==> src/rtl/json_key_value_extractor_top_assert.svh <==
// ---------------------------------------------------------------------------
// JSON key/value extractor assertion macros
// Shorthand for the concurrent checks used inside the extractor modules.
// Each macro expects signals named clk and rst in the enclosing module.
// ---------------------------------------------------------------------------
`ifndef JSON_KEY_VALUE_EXTRACTOR_TOP_ASSERT_SVH
`define JSON_KEY_VALUE_EXTRACTOR_TOP_ASSERT_SVH

// Condition holds at every clock edge outside reset
`define JKV_ASSERT_HOLDS(label, cond, msg) \
  label: assert property (@(posedge clk) disable iff (rst) (cond)) else $error(msg);

// Consequent holds in the same cycle as the antecedent
`define JKV_ASSERT_IMPLIES(label, ante, cons, msg) \
  label: assert property (@(posedge clk) disable iff (rst) (ante) |-> (cons)) else $error(msg);

// Consequent holds in the cycle after the antecedent
`define JKV_ASSERT_NEXT(label, ante, cons, msg) \
  label: assert property (@(posedge clk) disable iff (rst) (ante) |=> (cons)) else $error(msg);

`endif

==> src/rtl/jkv_pkg.sv <==
// ---------------------------------------------------------------------------
// JSON key/value extractor package
// Shared constants, character codes and item types for the extractor.
// ---------------------------------------------------------------------------
package jkv_pkg;

  // Key window geometry
  localparam int MAX_KEY_CHARS = 8;
  localparam int WINDOW        = MAX_KEY_CHARS + 2;
  localparam int KEY_TEXT_W    = 8 * MAX_KEY_CHARS;
  localparam int KEY_LEN_W     = 4;
  localparam int KEY_IDX_W     = $clog2(MAX_KEY_CHARS);

  // Configuration register indexes
  localparam int CFG_ADDR_W = 1;
  localparam int CFG_DATA_W = 64;
  localparam logic [CFG_ADDR_W-1:0] REG_KEY_TEXT   = 1'b0;
  localparam logic [CFG_ADDR_W-1:0] REG_KEY_LENGTH = 1'b1;

  // Character codes
  localparam logic [7:0] CH_NUL       = 8'h00;
  localparam logic [7:0] CH_COLON     = 8'h3A;
  localparam logic [7:0] CH_SPACE     = 8'h20;
  localparam logic [7:0] CH_TAB       = 8'h09;
  localparam logic [7:0] CH_COMMA     = 8'h2C;
  localparam logic [7:0] CH_RBRACE    = 8'h7D;
  localparam logic [7:0] CH_QUOTE     = 8'h22;
  localparam logic [7:0] CH_BACKSLASH = 8'h5C;
  localparam logic [7:0] CH_N         = 8'h6E;
  localparam logic [7:0] CH_R         = 8'h72;
  localparam logic [7:0] CH_T         = 8'h74;
  localparam logic [7:0] CH_LF        = 8'h0A;
  localparam logic [7:0] CH_CR        = 8'h0D;

  // Outcome codes
  localparam logic [1:0] OUT_STRING  = 2'd0;
  localparam logic [1:0] OUT_BARE    = 2'd1;
  localparam logic [1:0] OUT_NOT_KEY = 2'd2;
  localparam logic [1:0] OUT_NOCOLON = 2'd3;

  // Output queue geometry
  localparam int FIFO_DEPTH   = 4;
  localparam int FIFO_PTR_W   = $clog2(FIFO_DEPTH);
  localparam int FIFO_COUNT_W = $clog2(FIFO_DEPTH + 1);
  localparam logic [FIFO_COUNT_W-1:0] FIFO_FULL_COUNT = FIFO_COUNT_W'(FIFO_DEPTH);

  // One result item
  typedef struct packed {
    logic [7:0] value_byte;
    logic       is_status;
    logic [1:0] outcome;
    logic       run_end;
  } result_t;

  // All results caused by one input item; the first is always present
  typedef struct packed {
    logic    second_valid;
    result_t first;
    result_t second;
  } pair_t;

endpackage

==> src/rtl/json_key_value_extractor_top.sv <==
// Each accepted item's results are queued and offered once older entries have gone.
// One item per cycle unless the result queue is full; cells and phase are registered.
// An item that causes two results hands them to the output one after the other.
// The four-entry result queue sets how far the input runs ahead of a stalled output.
// Reset (rst, synchronous, active high) clears the phase, the byte window,
// the queue and both key registers.
// ---------------------------------------------------------------------------
// JSON key/value extractor top level
// Finds a quoted key in a byte stream through a chain of window cells and
// extracts the value that follows, with one status item per document.
// ---------------------------------------------------------------------------
module json_key_value_extractor_top (
  input  logic                            clk,
  input  logic                            rst,
  // tdata: text_byte[7:0]
  input  logic [7:0]                      s_axis_tdata,
  // tlast: document_end
  input  logic                            s_axis_tlast,
  input  logic                            s_axis_tvalid,
  output logic                            s_axis_tready,
  // tdata: value_byte[7:0]
  output logic [7:0]                      m_axis_tdata,
  // tuser: is_status[0], outcome[2:1]
  output logic [2:0]                      m_axis_tuser,
  // tlast: run_end
  output logic                            m_axis_tlast,
  output logic                            m_axis_tvalid,
  input  logic                            m_axis_tready,
  input  logic                            cfg_we,
  input  logic [jkv_pkg::CFG_ADDR_W-1:0]  cfg_addr,
  input  logic [jkv_pkg::CFG_DATA_W-1:0]  cfg_wdata
);

  import jkv_pkg::*;

  typedef enum logic [2:0] {
    PH_SEARCH,
    PH_PRECOLON,
    PH_POSTCOLON,
    PH_STRING,
    PH_BARE,
    PH_DONE,
    PH_ESCAPE
  } phase_t;

  phase_t phase;
  phase_t phase_take;
  phase_t phase_close_in;
  logic   text_closed;

  logic [KEY_TEXT_W-1:0] key_text;
  logic [KEY_LEN_W-1:0]  key_length;
  logic [KEY_LEN_W-1:0]  key_len_eff;

  logic [7:0]        win_in   [WINDOW];
  logic [7:0]        win_out  [WINDOW];
  logic [7:0]        win_pat  [WINDOW];
  logic [WINDOW-1:0] win_care;
  logic [WINDOW-1:0] win_hit;
  logic              key_match;

  logic       accept;
  logic [7:0] byte_in;
  logic       doc_end;
  logic       is_nul;
  logic       active;
  logic       shift;
  logic       close_en;

  logic    take_v;
  result_t take_r;
  logic    c0_v;
  result_t c0_r;
  logic    c1_v;
  result_t c1_r;
  pair_t   pair;
  logic    pair_any;
  logic    q_full;
  result_t m_item;

  assign accept  = s_axis_tvalid && s_axis_tready;
  assign byte_in = s_axis_tdata;
  assign doc_end = s_axis_tlast;
  assign is_nul  = (byte_in == CH_NUL);
  assign active  = accept && !text_closed;
  assign shift   = active && !is_nul && (phase == PH_SEARCH);
  assign close_en = !text_closed && (is_nul || doc_end);

  // Hold the key registers
  always_ff @(posedge clk) begin
    if (rst) begin
      key_text   <= '0;
      key_length <= '0;
    end else if (cfg_we) begin
      unique case (cfg_addr)
        REG_KEY_TEXT:   key_text   <= cfg_wdata[KEY_TEXT_W-1:0];
        REG_KEY_LENGTH: key_length <= cfg_wdata[KEY_LEN_W-1:0];
        default: ;
      endcase
    end
  end

  // Clamp an oversized key length
  assign key_len_eff = (key_length > KEY_LEN_W'(MAX_KEY_CHARS)) ?
                       KEY_LEN_W'(MAX_KEY_CHARS) : key_length;

  // Pattern per cell: quote, key reversed, quote, then don't care
  always_comb begin
    logic [KEY_LEN_W-1:0] kidx;
    for (int j = 0; j < WINDOW; j++) begin
      kidx        = key_len_eff - KEY_LEN_W'(j);
      win_pat[j]  = CH_QUOTE;
      win_care[j] = 1'b0;
      if (j == 0) begin
        win_care[j] = 1'b1;
      end else if (KEY_LEN_W'(j) <= key_len_eff) begin
        win_pat[j]  = key_text[kidx[KEY_IDX_W-1:0]*8 +: 8];
        win_care[j] = 1'b1;
      end else if (KEY_LEN_W'(j) == key_len_eff + 1'b1) begin
        win_care[j] = 1'b1;
      end
    end
  end

  // Row of window cells, newest byte at cell zero
  genvar g;
  generate
    for (g = 0; g < WINDOW; g++) begin : g_cell
      if (g == 0) begin : g_head
        assign win_in[g] = byte_in;
      end else begin : g_link
        assign win_in[g] = win_out[g-1];
      end
      jkv_cell u_cell (
        .clk          (clk),
        .rst          (rst),
        .clear        (accept && doc_end),
        .shift        (shift),
        .din          (win_in[g]),
        .pattern_char (win_pat[g]),
        .care         (win_care[g]),
        .dout         (win_out[g]),
        .hit          (win_hit[g])
      );
    end
  endgenerate

  assign key_match = &win_hit;

  // Process one nonzero byte
  always_comb begin
    take_v     = 1'b0;
    take_r     = '{value_byte: byte_in, is_status: 1'b0, outcome: OUT_STRING,
                   run_end: 1'b0};
    phase_take = phase;
    unique case (phase)
      PH_SEARCH: begin
        if (key_match) begin
          phase_take = PH_PRECOLON;
        end
      end
      PH_PRECOLON: begin
        if (byte_in == CH_COLON) begin
          phase_take = PH_POSTCOLON;
        end else if (byte_in != CH_SPACE && byte_in != CH_TAB) begin
          take_v     = 1'b1;
          take_r     = '{value_byte: CH_NUL, is_status: 1'b1, outcome: OUT_NOCOLON,
                         run_end: 1'b0};
          phase_take = PH_DONE;
        end
      end
      PH_POSTCOLON: begin
        if (byte_in == CH_SPACE || byte_in == CH_TAB) begin
          phase_take = PH_POSTCOLON;
        end else if (byte_in == CH_QUOTE) begin
          phase_take = PH_STRING;
        end else if (byte_in == CH_COMMA || byte_in == CH_RBRACE) begin
          take_v     = 1'b1;
          take_r     = '{value_byte: CH_NUL, is_status: 1'b1, outcome: OUT_BARE,
                         run_end: 1'b0};
          phase_take = PH_DONE;
        end else begin
          take_v     = 1'b1;
          phase_take = PH_BARE;
        end
      end
      PH_STRING: begin
        if (byte_in == CH_QUOTE) begin
          take_v     = 1'b1;
          take_r     = '{value_byte: CH_NUL, is_status: 1'b1, outcome: OUT_STRING,
                         run_end: 1'b0};
          phase_take = PH_DONE;
        end else if (byte_in == CH_BACKSLASH) begin
          phase_take = PH_ESCAPE;
        end else begin
          take_v = 1'b1;
        end
      end
      PH_ESCAPE: begin
        take_v     = 1'b1;
        phase_take = PH_STRING;
        if (byte_in == CH_N) begin
          take_r.value_byte = CH_LF;
        end else if (byte_in == CH_R) begin
          take_r.value_byte = CH_CR;
        end else if (byte_in == CH_T) begin
          take_r.value_byte = CH_TAB;
        end
      end
      PH_BARE: begin
        if (byte_in == CH_COMMA || byte_in == CH_RBRACE || byte_in == CH_SPACE) begin
          take_v     = 1'b1;
          take_r     = '{value_byte: CH_NUL, is_status: 1'b1, outcome: OUT_BARE,
                         run_end: 1'b0};
          phase_take = PH_DONE;
        end else begin
          take_v = 1'b1;
        end
      end
      PH_DONE: begin
        phase_take = PH_DONE;
      end
      default: begin
        phase_take = PH_DONE;
      end
    endcase
  end

  // Give the pending outcome when the text closes
  assign phase_close_in = is_nul ? phase : phase_take;

  always_comb begin
    c0_v = 1'b1;
    c0_r = '{value_byte: CH_NUL, is_status: 1'b1, outcome: OUT_STRING, run_end: 1'b0};
    c1_v = 1'b0;
    c1_r = '{value_byte: CH_NUL, is_status: 1'b1, outcome: OUT_STRING, run_end: 1'b1};
    unique case (phase_close_in)
      PH_SEARCH:    c0_r.outcome = OUT_NOT_KEY;
      PH_PRECOLON:  c0_r.outcome = OUT_NOCOLON;
      PH_POSTCOLON: c0_r.outcome = OUT_BARE;
      PH_STRING:    c0_r.outcome = OUT_STRING;
      PH_BARE:      c0_r.outcome = OUT_BARE;
      PH_ESCAPE: begin
        // dangling backslash goes out as a literal
        c0_r = '{value_byte: CH_BACKSLASH, is_status: 1'b0, outcome: OUT_STRING,
                 run_end: 1'b0};
        c1_v = 1'b1;
      end
      PH_DONE:      c0_v = 1'b0;
      default:      c0_v = 1'b0;
    endcase
  end

  // Merge the take and close results into one queue entry
  always_comb begin
    logic t_v;
    logic cl0_v;
    logic cl1_v;
    t_v   = !is_nul && take_v;
    cl0_v = close_en && c0_v;
    cl1_v = close_en && c1_v;
    pair  = '0;
    if (t_v) begin
      pair.first        = take_r;
      pair.second       = c0_r;
      pair.second_valid = cl0_v;
    end else begin
      pair.first        = c0_r;
      pair.second       = c1_r;
      pair.second_valid = cl1_v;
    end
    pair.first.run_end  = !pair.second_valid;
    pair.second.run_end = 1'b1;
    pair_any = t_v || cl0_v;
  end

  // Hold phase and the closed flag
  always_ff @(posedge clk) begin
    if (rst) begin
      phase       <= PH_SEARCH;
      text_closed <= 1'b0;
    end else if (accept) begin
      if (doc_end) begin
        phase       <= PH_SEARCH;
        text_closed <= 1'b0;
      end else if (!text_closed) begin
        if (is_nul) begin
          phase       <= PH_DONE;
          text_closed <= 1'b1;
        end else begin
          phase <= phase_take;
        end
      end
    end
  end

  jkv_out_fifo u_out_fifo (
    .clk       (clk),
    .rst       (rst),
    .push      (active && pair_any),
    .push_data (pair),
    .full      (q_full),
    .m_valid   (m_axis_tvalid),
    .m_ready   (m_axis_tready),
    .m_item    (m_item)
  );

  assign s_axis_tready = !q_full;
  assign m_axis_tdata  = m_item.value_byte;
  assign m_axis_tuser  = {m_item.outcome, m_item.is_status};
  assign m_axis_tlast  = m_item.run_end;

endmodule

==> src/rtl/jkv_cell.sv <==
// ---------------------------------------------------------------------------
// Key window cell
// Holds one byte of the recent-byte window, passes it on to the next cell
// on each shift and compares the byte it is about to take with its pattern.
// ---------------------------------------------------------------------------
module jkv_cell (
  input  logic       clk,
  input  logic       rst,
  input  logic       clear,
  input  logic       shift,
  input  logic [7:0] din,
  input  logic [7:0] pattern_char,
  input  logic       care,
  output logic [7:0] dout,
  output logic       hit
);

  import jkv_pkg::*;

  logic [7:0] held;

  // Hold the byte, clear it at document end
  always_ff @(posedge clk) begin
    if (rst || clear) begin
      held <= CH_NUL;
    end else if (shift) begin
      held <= din;
    end
  end

  // Compare the incoming byte, so a hit refers to the window after the shift
  assign hit  = !care || (din == pattern_char);
  assign dout = held;

endmodule

==> src/rtl/jkv_out_fifo.sv <==
// ---------------------------------------------------------------------------
// Result queue
// Stores the results of one input item per entry and hands them out one
// item at a time, so the input side runs on while the output stalls, until full.
// ---------------------------------------------------------------------------
`include "json_key_value_extractor_top_assert.svh"

module jkv_out_fifo (
  input  logic            clk,
  input  logic            rst,
  input  logic            push,
  input  jkv_pkg::pair_t  push_data,
  output logic            full,
  output logic            m_valid,
  input  logic            m_ready,
  output jkv_pkg::result_t m_item
);

  import jkv_pkg::*;

  pair_t                   mem [FIFO_DEPTH];
  logic [FIFO_PTR_W-1:0]   wr_ptr;
  logic [FIFO_PTR_W-1:0]   rd_ptr;
  logic [FIFO_COUNT_W-1:0] count;
  logic [FIFO_COUNT_W-1:0] count_next;
  logic                    half;
  pair_t                   head;
  logic                    pop_item;
  logic                    entry_done;

  assign head       = mem[rd_ptr];
  assign m_valid    = (count != '0);
  assign m_item     = half ? head.second : head.first;
  assign full       = (count == FIFO_FULL_COUNT);
  assign pop_item   = m_valid && m_ready;
  assign entry_done = pop_item && (half || !head.second_valid);

  // Write the entry
  always_ff @(posedge clk) begin
    if (push) begin
      mem[wr_ptr] <= push_data;
    end
  end

  always_comb begin
    count_next = count;
    if (push && !entry_done) begin
      count_next = count + 1'b1;
    end else if (!push && entry_done) begin
      count_next = count - 1'b1;
    end
  end

  // Advance pointers, count and the half select
  always_ff @(posedge clk) begin
    if (rst) begin
      wr_ptr <= '0;
      rd_ptr <= '0;
      count  <= '0;
      half   <= 1'b0;
    end else begin
      count <= count_next;
      if (push) begin
        wr_ptr <= wr_ptr + 1'b1;
      end
      if (entry_done) begin
        rd_ptr <= rd_ptr + 1'b1;
        half   <= 1'b0;
      end else if (pop_item) begin
        half <= 1'b1;
      end
    end
  end

  `JKV_ASSERT_HOLDS(a_count_range, count <= FIFO_FULL_COUNT, "result queue count out of range")
  `JKV_ASSERT_IMPLIES(a_no_push_full, push, !full, "item pushed into a full result queue")
  `JKV_ASSERT_NEXT(a_second_follows, pop_item && !half && head.second_valid, half && m_valid, "second result of an item lost")
  `JKV_ASSERT_IMPLIES(a_second_is_status, m_valid && half, m_item.is_status && m_item.run_end, "second result is not a closing status")

endmodule

==> config.mk <==
export PLATFORM = sky130hd
export DESIGN_NAME = json_key_value_extractor_top
export DESIGN_NICKNAME = d
export VERILOG_FILES = /design/src/rtl/jkv_pkg.sv /design/src/rtl/json_key_value_extractor_top.sv /design/src/rtl/jkv_cell.sv /design/src/rtl/jkv_out_fifo.sv
export VERILOG_INCLUDE_DIRS = /design/src /design/src/rtl
export SDC_FILE = /design/constraint.sdc
export NUM_CORES = 1
export LEC_CHECK = 0
export ABC_AREA = 1
export BUFFER_PORTS_ARGS = -buffer_cell sky130_fd_sc_hd__buf_2
export CORE_ASPECT_RATIO = 0.75
export CORE_MARGIN = 2
export CORE_UTILIZATION = 55
export CTS_CLUSTER_SIZE = 14
export DETAILED_ROUTE_END_ITERATION = 8
export GPL_TIMING_DRIVEN = 1
export PLACE_DENSITY = 0.76
export SLEW_MARGIN = 20
export SYNTH_ARGS = -nofsm -noshare
export SYNTH_HDL_FRONTEND = slang
export SYNTH_SLANG_ARGS = --single-unit
==> constraint.sdc <==
create_clock -name clk -period 4.2 [get_ports clk]
set_input_delay 1.05 -clock clk [delete_from_list [all_inputs] [get_ports clk]]
set_output_delay 1.05 -clock clk [all_outputs]
set_load 0.02 [all_outputs]
==> metrics.md <==
| Metric | Value |
|---|---|
| Crit path max-delay cell type | `dfxtp_4` |
| Fraction of layout cells with a size suffix above 1 | `11.4%` |
| TritonRoute pass-1 iters | `6` |
| Most frequent cell after synthesis | `nand2_1` |
| Top post-synthesis cells by area | `dfxtp_1, edfxtp_1, nand3_1` |
| R2R Path End | `u_out_fifo.count[2]` |
| Clock latency at the later pin of the worst-skew pair | `0.52 ns` |
| Post-route design area | `14500 µm²` |
| Status | `completed` |
| CTS HTree Levels | `1` |
| Ys async rst share | `0%` |
| Post-DP HPWL | `32.8 mm` |
| Synth Flop Type | `dfxtp_1` |
| Detailed-route wire length | `44.6 mm` |
| Worst r2r path cells | `31` |
| Die Height | `136 µm` |
| Sink Count | `222` |
| CTS tree | `yes` |
| Global-route wire length before repair | `67.1 mm` |
| Final setup vio count | `0` |
| Worst setup margin | `0.258 ns` |
| P&R area growth vs syn | `14.3%` |
| Clock skew | `0.0105 ns` |
| Worst slew margin | `37.4%` |
| Vias | `13300` |
| Worst hold path type | `flop to flop` |
| CP most frequent cell | `nand2_1` |
| Maximum clock path buffer count | `3` |
| Row count | `48` |
| Worst slack at placement | `0.0916 ns` |
| Post-synth EDFFs | `68` |
| Area after DPL | `13600 µm²` |
| Total track usage | `35.2%` |
| CP peak stage delay | `0.37 ns` |
| Post-synth top cells | `nand2_1, nand3_1, nor2_1, inv_1, dfxtp_1` |
| Cells after synthesis | `1839` |
| Crit-path max FO | `26` |
| Ys Warns | `0` |
| Gr ovfl total | `0` |
| Total Nets Final | `2014` |
| Die area | `24400 µm²` |
| Vias in the first global route | `11800` |
| ANT cells | `0` |
| Crit end category | `flop` |
| Pwr per Cell Area | `466 nW/µm²` |
| Cell taking the most area after synthesis | `dfxtp_1` |
| Pleak | `6.32 nW` |
| Filler cells | `2106` |
| Maximum VDD drop | `0.307 mV` |
| Setup Crit Path Kind | `flop to flop` |
| Slew @ Worst Pin | `0.930 ns` |
| Chip width | `180 µm` |
| CTS Buf Count | `23` |
| WL/cell | `20.0 µm` |
| Initial antenna violation count | `0` |
| Drt drc | `0` |
| Post-synthesis cell area | `12700 µm²` |
| Ports | `93` |
| Number of max-cap violations | `0` |
| R2R setup slack | `0.26 ns` |
| Post-layout min period | `3.94 ns` |
| GPL Wtd Cong | `1.03` |
| Crit path from | `key_length[3]` |
| Avg Cell Area, Syn | `6.92 µm²` |
| Drt via density | `5.95` |
| Antenna Nets Post-Route | `0` |
| Final Max Slew Viols | `0` |
| FF+latch count, synth | `222` |
| CTS Root Buffer Type | `clkbuf_16` |
| R2r startpoint | `key_length[3]` |
| Hold Path Stages | `2` |
| Crit path to | `u_out_fifo.count[2]` |
| CP required | `4.62 ns` |
| Register area share after synthesis | `40.3%` |
| Drt first-iter violations | `1661` |
| Fin crit share | `93.9%` |
| Clock Pin Slew Worst Setup and Hold Paths | `0.07 ns` |
| IO buf count | `92` |
| Final Hold Vio Count | `0` |
| Yosys top cell area share | `24.2%` |
| Core Region | `22900 µm²` |
| Largest net degree at the start of global routing | `77` |
| Arrival time at the worst endpoint | `4.36 ns` |
| Fmax | `0.254 GHz` |
| Final setup TNS | `0 ns` |
| Post-synth cell types | `43` |
| Initial cell density of the core | `55.6%` |
| Critical path startpoint category | `flop` |
==> metrics by stage <==
stage / total power [mW] / utilization [%] / cells / hold slack [ns]
5_1_grt: 7.09 / 63.6 / 2237 / 0.498
6_report: 6.78 / 63.6 / 2237 / 0.475
4_1_cts: 6.67 / 62.6 / 2230 / 0.472
3_3_place_gp: 4.61 / 59.4 / 2188 / 0.453
2_1_floorplan: 3.96 / - / 1849 / 0.436
3_5_place_dp: 4.64 / 59.4 / 2188 / 0.464
==> cell families after synthesis <==
group | count (synthesis) | share of synthesized area (%)
compound gates | 305 | 14.0
flops | 222 | 40.3
simple gates | 1001 | 34.8
other cells | 2 | 0.0590
fa+ha+maj | 15 | 1.53
xor+xnor | 1 | 0.0689
buf+inv | 293 | 9.27
==> sequential cells by signal, summed over array words and instances, names as in the netlist, named ones only <==
| signal | flops |
|---|---|
| g_cell.u_cell.dout | 72 |
| u_out_fifo.mem | 68 |
| key_text | 64 |
| key_length | 4 |
| phase | 3 |
| u_out_fifo.count | 3 |
| u_out_fifo.rd_ptr | 2 |
| u_out_fifo.wr_ptr | 2 |
| text_closed | 1 |
| u_out_fifo.half | 1 |
==> worst min-delay path by stage <==
stage                            to            startpoint  slack [ns]
2_1_floorplan                  flop  u_out_fifo.rd_ptr[1]        0.44
3_3_place_gp   u_out_fifo.rd_ptr[0]  u_out_fifo.rd_ptr[0]        0.45
3_5_place_dp           key_text[19]          key_text[19]        0.46
4_1_cts                key_text[19]          key_text[19]        0.47
5_1_grt                 key_text[6]           key_text[6]        0.50
6_report       u_out_fifo.rd_ptr[1]  u_out_fifo.rd_ptr[1]        0.47
==> final cells by class <==
type	instances	area, µm²	area share, %
multi-input cells	1334	6540	44.9
well taps	300	375	2.58
clock inverters	11	108	0.740
flip-flops and latches	222	5130	35.3
inverters	196	743	5.11
repair buffers	143	1020	6.99
clock buffers	31	636	4.37
==> worst max-delay path, delay by kind of cell (launching register included) <==
| family | cells | cell delay [ns] |
|---|---|---|
| AO/OA/AOI/OAI | 3 | 0.37 |
| adder cells (fa/ha/maj) | 3 | 0.56 |
| buffers and inverters | 6 | 0.85 |
| flip-flops | 1 | 0.37 |
| AND/OR/NAND/NOR | 19 | 1.68 |
==> per-layer routing <==
layer	global-route usage, %	wire length (µm)	part of all wire [%]	vias up
li1	-	-	-	6371
met1	53.7	20100	45	6101
met2	50.2	17700	40	734
met3	6.08	5380	12	97
met4	11.2	1490	3.3	0
met5	0	0	0	-
==> report_power, final <==
group	internal, mW	switching (mW)	leakage [nW]
combinational	0.660	1.47	4.05
sequential	2.42	0.167	1.90
clock	1.18	0.875	0.373
total	4.27	2.51	6.32
==> cell usage in the layout (no fill, tap or decap), types with 6 or more instances in the layout <==
| master | count |
|---|---|
| nand2_1 | 382 |
| nand3_1 | 306 |
| nor2_1 | 211 |
| inv_1 | 184 |
| dfxtp_1 | 153 |
| o21ai_0 | 117 |
| buf_2 | 93 |
| a21oi_1 | 91 |
| a211oi_1 | 69 |
| edfxtp_1 | 68 |
| nand4_1 | 62 |
| buf_4 | 36 |
| clkbuf_16 | 27 |
| ha_1 | 12 |
| conb_1 | 12 |
| nor3_1 | 10 |
| inv_2 | 8 |
| nand2_2 | 8 |
| nand3_2 | 7 |
| clkinv_2 | 7 |
| buf_12 | 6 |
==> timing repair <==
item                       in CTS  in global routing
setup buffers                   0                  2
hold buffers                    0                  0
setup endpoints to repair       0                  3
gates resized for setup         0                 25
Note: power is estimated with default switching activity, not from simulation.
